<file path="src/hdl/erc_pkg.sv">
// Shared types and constants for the event ring with sequence cursor.
// No dependencies.
package erc_pkg;

	localparam logic OP_EMIT  = 1'b0;
	localparam logic OP_FETCH = 1'b1;

	typedef struct packed {
		logic [31:0] seq;
		logic [31:0] tick;
		logic [7:0]  disk;
		logic [7:0]  part;
		logic [47:0] blocks;
		logic [7:0]  op;
		logic [31:0] name;
	} erc_rec_t;

	typedef struct packed {
		logic cap_in;
		logic do_emit;
		logic scan_init;
		logic scan_step;
		logic load_out;
	} erc_cmd_t;

	typedef struct packed {
		logic is_fetch;
		logic scan_done;
		logic out_free;
	} erc_sts_t;

endpackage

</file>
<file path="src/hdl/erc_ctrl.sv">
// Controller state machine for the event ring: sequences accept, emit, scan and result.
// Depends on erc_pkg.
module erc_ctrl (
	input  logic               clk,
	input  logic               arst_n,
	input  logic               in_valid,
	output logic               in_stall,
	input  erc_pkg::erc_sts_t  sts,
	output erc_pkg::erc_cmd_t  cmd
);

	localparam logic [1:0] ST_IDLE   = 2'd0;
	localparam logic [1:0] ST_EXEC   = 2'd1;
	localparam logic [1:0] ST_SCAN   = 2'd2;
	localparam logic [1:0] ST_FINISH = 2'd3;

	logic [1:0] state_q;
	logic [1:0] state_d;

	always_comb begin
		state_d = state_q;
		cmd     = '0;
		case (state_q)
			ST_IDLE: begin
				if (in_valid) begin
					cmd.cap_in = 1'b1;
					state_d    = ST_EXEC;
				end
			end
			ST_EXEC: begin
				if (sts.is_fetch) begin
					cmd.scan_init = 1'b1;
					state_d       = ST_SCAN;
				end else begin
					cmd.do_emit = 1'b1;
					state_d     = ST_FINISH;
				end
			end
			ST_SCAN: begin
				cmd.scan_step = 1'b1;
				if (sts.scan_done) begin
					state_d = ST_FINISH;
				end
			end
			ST_FINISH: begin
				if (sts.out_free) begin
					cmd.load_out = 1'b1;
					state_d      = ST_IDLE;
				end
			end
			default: begin
				state_d = ST_IDLE;
			end
		endcase
	end

	always_ff @(posedge clk or negedge arst_n) begin
		if (!arst_n) begin
			state_q <= ST_IDLE;
		end else begin
			state_q <= state_d;
		end
	end

	assign in_stall = (state_q != ST_IDLE);

endmodule

</file>
<file path="config.mk">
export PLATFORM = sky130hd
export DESIGN_NAME = erc_ctrl
export DESIGN_NICKNAME = d
export VERILOG_FILES = /design/src/hdl/erc_pkg.sv /design/src/hdl/erc_ctrl.sv
export SDC_FILE = /design/constraint.sdc
export NUM_CORES = 1
export LEC_CHECK = 0
export ABC_CLOCK_PERIOD_IN_PS = 1800
export BUFFER_PORTS_ARGS = -buffer_cell sky130_fd_sc_hd__buf_2
export CORE_AREA = 2 2 39 41
export CTS_CLUSTER_SIZE = 16
export DETAILED_ROUTE_END_ITERATION = 12
export DIE_AREA = 0 0 41 43
export GPL_TIMING_DRIVEN = 0
export PLACE_DENSITY_LB_ADDON = 0.25
export REMOVE_ABC_BUFFERS = 1
export SLEW_MARGIN = 40
export SYNTH_ARGS = -nofsm -noshare
export SYNTH_HDL_FRONTEND = slang
export SYNTH_SLANG_ARGS = --single-unit
</file>
<file path="constraint.sdc">
create_clock -name clk -period 1.8 [get_ports clk]
set_input_delay 0.18 -clock clk [delete_from_list [all_inputs] [get_ports clk]]
set_output_delay 0.18 -clock clk [all_outputs]
set_load 0.05 [all_outputs]
</file>
Word-level counts from Yosys, hierarchy flattened
Index checks and enable logic that the tools add are counted.
{"block": "op_classes", "addsub": 0, "multipliers": 0, "div": 0, "magnitude_cmp": 0, "n_eq_ne": 6, "shift": 0, "n_mux": 13, "n_bitwise": 0, "reduce_logical": 3}
{"op": "1-bit two-way mux", "count": 8}
{"op": "2-bit two-way mux", "count": 4}
{"op": "2-bit case mux with 4 select lines", "count": 1}
{"op": "2-bit inequality test (second input constant)", "count": 3}
{"op": "2-bit equality test (second input constant)", "count": 2}
{"op": "3-bit AND reduction", "count": 1}
{"op": "2-bit by 1-bit equality test with 1-bit output (second input constant)", "count": 1}
{"op": "2-bit logical NOT", "count": 1}
{"op": "2-bit nonzero test", "count": 1}
{"block": "totals", "register_bits": 2, "latch_bits": 0, "mem_bits_rw": 0, "romBits": 0, "in_bits": 6, "output_inout_bits": 6, "wordCells": 23, "mem_count": 0}

Depth between registers and ports, before layout
{"block": "depth", "word_depth": 3, "depth_mapped": 5, "ltp_nobuf": 5}

Worst setup path before layout
No wires, ideal clock.
{"block": "synth_timing", "path_type": "register to register", "start": "register state_q[0]", "end": "register state_q[1]", "setup_time_ps": 128, "arrival_ps": 1580, "required_ps": 1672, "path_slack_ps": 93, "stages_incl_launch_ff": 6, "n_path_buf": 0, "synth_period_minus_slack_ps": 1707, "path_cell_list": "dfrtp_1 > inv_1 > ha_1 > nor2b_1 > nor3_2 > mux2_1"}
{"block": "synth_between", "elab_chain_cells": 3, "word_cells_on_any_way": 9, "classes_between": "eq/ne: 6; mux: 1; reduce/logical: 2"}
{"item": "from (decl)", "line": "erc_ctrl.sv:17", "rtl": "logic [1:0] state_q;"}
{"item": "from (signal assigned)", "line": "erc_ctrl.sv:61", "rtl": "state_q <= state_d;"}
{"item": "2-bit equality test / 2-bit logical NOT (equally long branches)", "line": "erc_ctrl.sv:23", "rtl": "case (state_q)"}
{"item": "2-bit inequality test (no source line)"}
{"item": "3-bit AND reduction (no source line)"}
Parallel ways exist; a longest one is shown, timed or not.
A chain may end at the register's enable or synchronous reset.

Worst setup path in the final report
Same ends and word-level chain as after synthesis.

==> flow_results.xml <==
<?xml version="1.0" encoding="UTF-8"?>
<metrics>
  <group name="global_route">
    <metric name="pin_count_of_the_biggest_net_entering_global_routing" unit="">6</metric>
    <metric name="grt_overflow_total" unit="">0</metric>
    <metric name="wire_length_of_the_first_global_routing_pass" unit="um">703</metric>
    <metric name="first_global_vias" unit="">196</metric>
    <metric name="grt.met3_usage" unit="">0.0314</metric>
    <metric name="gr-usage-all-layers" unit="">0.0653</metric>
    <metric name="antenna_violations_before_repair" unit="">0</metric>
    <metric name="grt_busiest_layer" unit="">met2</metric>
    <metric name="grt_util_met2" unit="">0.0906</metric>
    <metric name="groute.layer.met1.usage" unit="">0.0581</metric>
  </group>
  <group name="sta">
    <metric name="finalMaxSlewViolations" unit="">0</metric>
    <metric name="final.setup.tns" unit="ns">0</metric>
    <metric name="worstMarginPinSlew" unit="ns">0.237</metric>
    <metric name="finalCritPeriodShare" unit="">0.879</metric>
    <metric name="fmax" unit="GHz">0.632</metric>
    <metric name="clock-skew-final" unit="ns">0.00224</metric>
    <metric name="fin_crit" unit="ns">1.58</metric>
    <metric name="report.final.setup_viol" unit="">0</metric>
    <metric name="timing.max_slew.rel_slack" unit="">0.841</metric>
    <metric name="grt_setup_unrepaired" unit="">no</metric>
    <metric name="number_of_endpoints_with_negative_hold_slack_in_the_final_report" unit="">0</metric>
  </group>
  <group name="critical_path">
    <metric name="end_kind" unit="">register</metric>
    <metric name="crit_path_max_fanout" unit="">4</metric>
    <metric name="worst_ep_required_time" unit="ns">1.90</metric>
    <metric name="data_arrival_time_of_the_critical_path" unit="ns">1.68</metric>
    <metric name="crit_type" unit="">register to register</metric>
    <metric name="start_kind" unit="">register</metric>
  </group>
  <group name="layout">
    <metric name="final_area" unit="um2">322</metric>
    <metric name="ff_latch_area" unit="um2">50.0</metric>
    <metric name="multi_input_comb_area" unit="um2">153</metric>
    <metric name="layout_top_registers" unit="">state_q x2</metric>
    <metric name="largest_register" unit="">state_q</metric>
    <metric name="syn_to_final_growth" unit="%">50.3</metric>
    <metric name="drive_above_1_share" unit="">0.395</metric>
    <metric name="insertedDiodeCount" unit="">0</metric>
    <metric name="largest_register_ffs" unit="">2</metric>
    <metric name="count_of_filler_cells_inserted_in_the_layout" unit="">166</metric>
    <metric name="finalNetCount" unit="">51</metric>
  </group>
  <group name="drt">
    <metric name="drc" unit="">0</metric>
    <metric name="detail_route.wirelength" unit="um">401</metric>
    <metric name="routed_vias" unit="">198</metric>
    <metric name="drt_first_pass_iters" unit="">1</metric>
    <metric name="detail_route.iter0.violations" unit="">0</metric>
    <metric name="drt-vias-per-instance" unit="">3.67</metric>
    <metric name="detail_route.wl_per_cell" unit="um">7.43</metric>
    <metric name="drt.antenna.violating_nets" unit="">0</metric>
  </group>
  <group name="floorplanning">
    <metric name="die_w" unit="um">41</metric>
    <metric name="design.die.area" unit="um2">1760</metric>
    <metric name="top_level_ports" unit="">12</metric>
    <metric name="die_h" unit="um">43</metric>
    <metric name="core.rowCount" unit="">14</metric>
    <metric name="initial_utilization" unit="">0.155</metric>
    <metric name="area_of_the_core" unit="um2">1380</metric>
  </group>
  <group name="yosys">
    <metric name="yosys.area.top_type" unit="">sky130_fd_sc_hd__ha_1</metric>
    <metric name="area_share_of_the_largest_cell_type_after_synthesis" unit="">0.292</metric>
    <metric name="synth_enable_flop_cells" unit="">0</metric>
    <metric name="syn_area_per_cell" unit="um2">9.30</metric>
    <metric name="synth-seq-area-share" unit="">0.234</metric>
    <metric name="dominantRegCellSynth" unit="">sky130_fd_sc_hd__dfrtp_1</metric>
    <metric name="yosysWarnings" unit="">0</metric>
    <metric name="synthesis.area" unit="um2">214</metric>
    <metric name="synth.cells.most_frequent" unit="">sky130_fd_sc_hd__ha_1 (5), sky130_fd_sc_hd__and2_1 (3), sky130_fd_sc_hd__inv_1 (3), sky130_fd_sc_hd__nor2b_1 (3), sky130_fd_sc_hd__dfrtp_1 (2)</metric>
    <metric name="synth.top_cells.by_area" unit="">sky130_fd_sc_hd__ha_1 (29%), sky130_fd_sc_hd__dfrtp_1 (23%), sky130_fd_sc_hd__and2_1 (8.8%)</metric>
    <metric name="yosys_register_bits" unit="">2</metric>
    <metric name="post-synth-top-count-cell" unit="">sky130_fd_sc_hd__ha_1</metric>
    <metric name="synth_async_sr_flop_share" unit="">1.00</metric>
    <metric name="synth_cell_type_count" unit="">12</metric>
    <metric name="post_synth_inst_count" unit="">23</metric>
  </group>
  <group name="clock_network">
    <metric name="htreeDepth" unit="">1</metric>
    <metric name="cts_tree" unit="">built</metric>
    <metric name="cts_max_path_buffers" unit="">2</metric>
    <metric name="postCtsSetupRepairBufs" unit="">0</metric>
    <metric name="worstSkewPairLatency" unit="ns">0.22</metric>
    <metric name="ctsRootBufferMaster" unit="">sky130_fd_sc_hd__clkbuf_4</metric>
    <metric name="cts_num_sinks" unit="">2</metric>
    <metric name="cts_inserted_buffers" unit="">3</metric>
    <metric name="cts.reportedPaths.clkPinSlew" unit="ns">0.03</metric>
  </group>
  <group name="status">
    <metric name="status" unit="">completed</metric>
  </group>
  <group name="power_and_ir_drop">
    <metric name="p_sw" unit="mW">0.345</metric>
    <metric name="combinationalPowerShare" unit="">0.689</metric>
    <metric name="fin_total_pwr" unit="mW">0.641</metric>
    <metric name="powerDensity" unit="nW/um2">1990</metric>
    <metric name="clock_power_share" unit="">0.157</metric>
    <metric name="ir_drop" unit="V">0.000480</metric>
    <metric name="power.share.switching" unit="">0.538</metric>
    <metric name="power.static_leakage" unit="nW">0.177</metric>
    <metric name="internal_power" unit="mW">0.296</metric>
    <metric name="power_frac_seq" unit="">0.153</metric>
  </group>
  <group name="placement">
    <metric name="replace_congestion" unit="">0.631</metric>
    <metric name="dpl-instance-area" unit="um2">289</metric>
    <metric name="detailed_place_hpwl" unit="um">331</metric>
    <metric name="placement.io_buffers" unit="">11</metric>
  </group>
  <group name="job">
    <metric name="timing.max_cap.violations" unit="">0</metric>
  </group>
  <group name="worst_hold_path">
    <metric name="hold_path_class" unit="">input pin to async pin</metric>
  </group>
</metrics>
[layout make-up]
class	count	share of cell area
Timing Repair Buffer	12	0.202
Multi-Input combinational cell	18	0.475
Tap cell	16	0.0623
Inverter	3	0.0350
Sequential cell	2	0.156
Clock buffer	3	0.0700
[power groups by stage]
stage / Clock [mW] / Sequential (mW) / Combinational [mW]
finish: 0.101 / 0.0983 / 0.442
floorplan: 0 / 0.0928 / 0.368
global placement: 0 / 0.101 / 0.447
global route: 0.114 / 0.106 / 0.490
detailed placement: 0 / 0.0994 / 0.451
CTS: 0.108 / 0.0990 / 0.452
[critical path, cell delays in order, from the launching register on]
cell	delay (ns)
sky130_fd_sc_hd__dfrtp_1	0.38
sky130_fd_sc_hd__inv_1	0.10
sky130_fd_sc_hd__ha_1	0.23
sky130_fd_sc_hd__and2b_1	0.18
sky130_fd_sc_hd__nor3_2	0.22
sky130_fd_sc_hd__mux2_1	0.34
[cells in the final DEF (no fill, tap or decap), drive strengths merged]
cell type,netlist,routed
a2bb2oi,1,1
and2,3,3
buf,0,11
nor2b,3,3
nor3,2,2
dlygate4sd3,0,1
and2b,1,1
mux2,1,1
nor4,1,1
nor2,1,1
clkbuf,0,3
inv,3,3
dfrtp,2,2
ha,5,5
[metrics by stage]
step	cells	hold slack, ns	utilization	worst slack (ns)
finish	54	0.263	0.232	0.218
global route	54	0.277	0.232	0.104
CTS	54	0.251	0.232	0.196
detailed placement	50	-0.0336	0.209	0.202
global placement	50	-0.0324	0.209	0.209
floorplan	23	-0.116	-	0.0928
[per-layer routing]
layer	part of all wire	vias up	wire length (um)
li1	-	107	-
met2	0.51	7	203
met5	0	-	0
met4	0	0	0
met1	0.41	84	164
met3	0.082	0	33
[timing repair]
item	CTS	global route
gates resized for setup	0	0
hold buffers	1	0
endpoints found under the hold margin	2	0
[path summary, 6_finish.rpt]
kind / startpoint / endpoint / slack (ns) / depth (start not counted)
worst min register to register: state_q[1] / state_q[1] / 0.58 / 1
worst min-delay path: arst_n / state_q[0] / 0.26 / 2
min in group clk: sts[2] / state_q[0] / 0.36 / 4
worst max-delay path: state_q[0] / state_q[1] / 0.22 / 5
max in group asynchronous: arst_n / state_q[1] / 1.44 / 2
worst max register to register: state_q[0] / state_q[1] / 0.22 / 5
[cell families (layout without fill, tap and decap cells)]
logic type | count (synthesis) | after routing | synth area share
multiplexers | 1 | 1 | 0.0526
flip-flops | 2 | 2 | 0.234
buffers and inverters | 3 | 18 | 0.0526
AO/OA/AOI/OAI | 1 | 1 | 0.0409
adder cells (fa/ha/maj) | 5 | 5 | 0.292
AND/OR/NAND/NOR | 11 | 11 | 0.327
(Power assumes the default switching activity.)
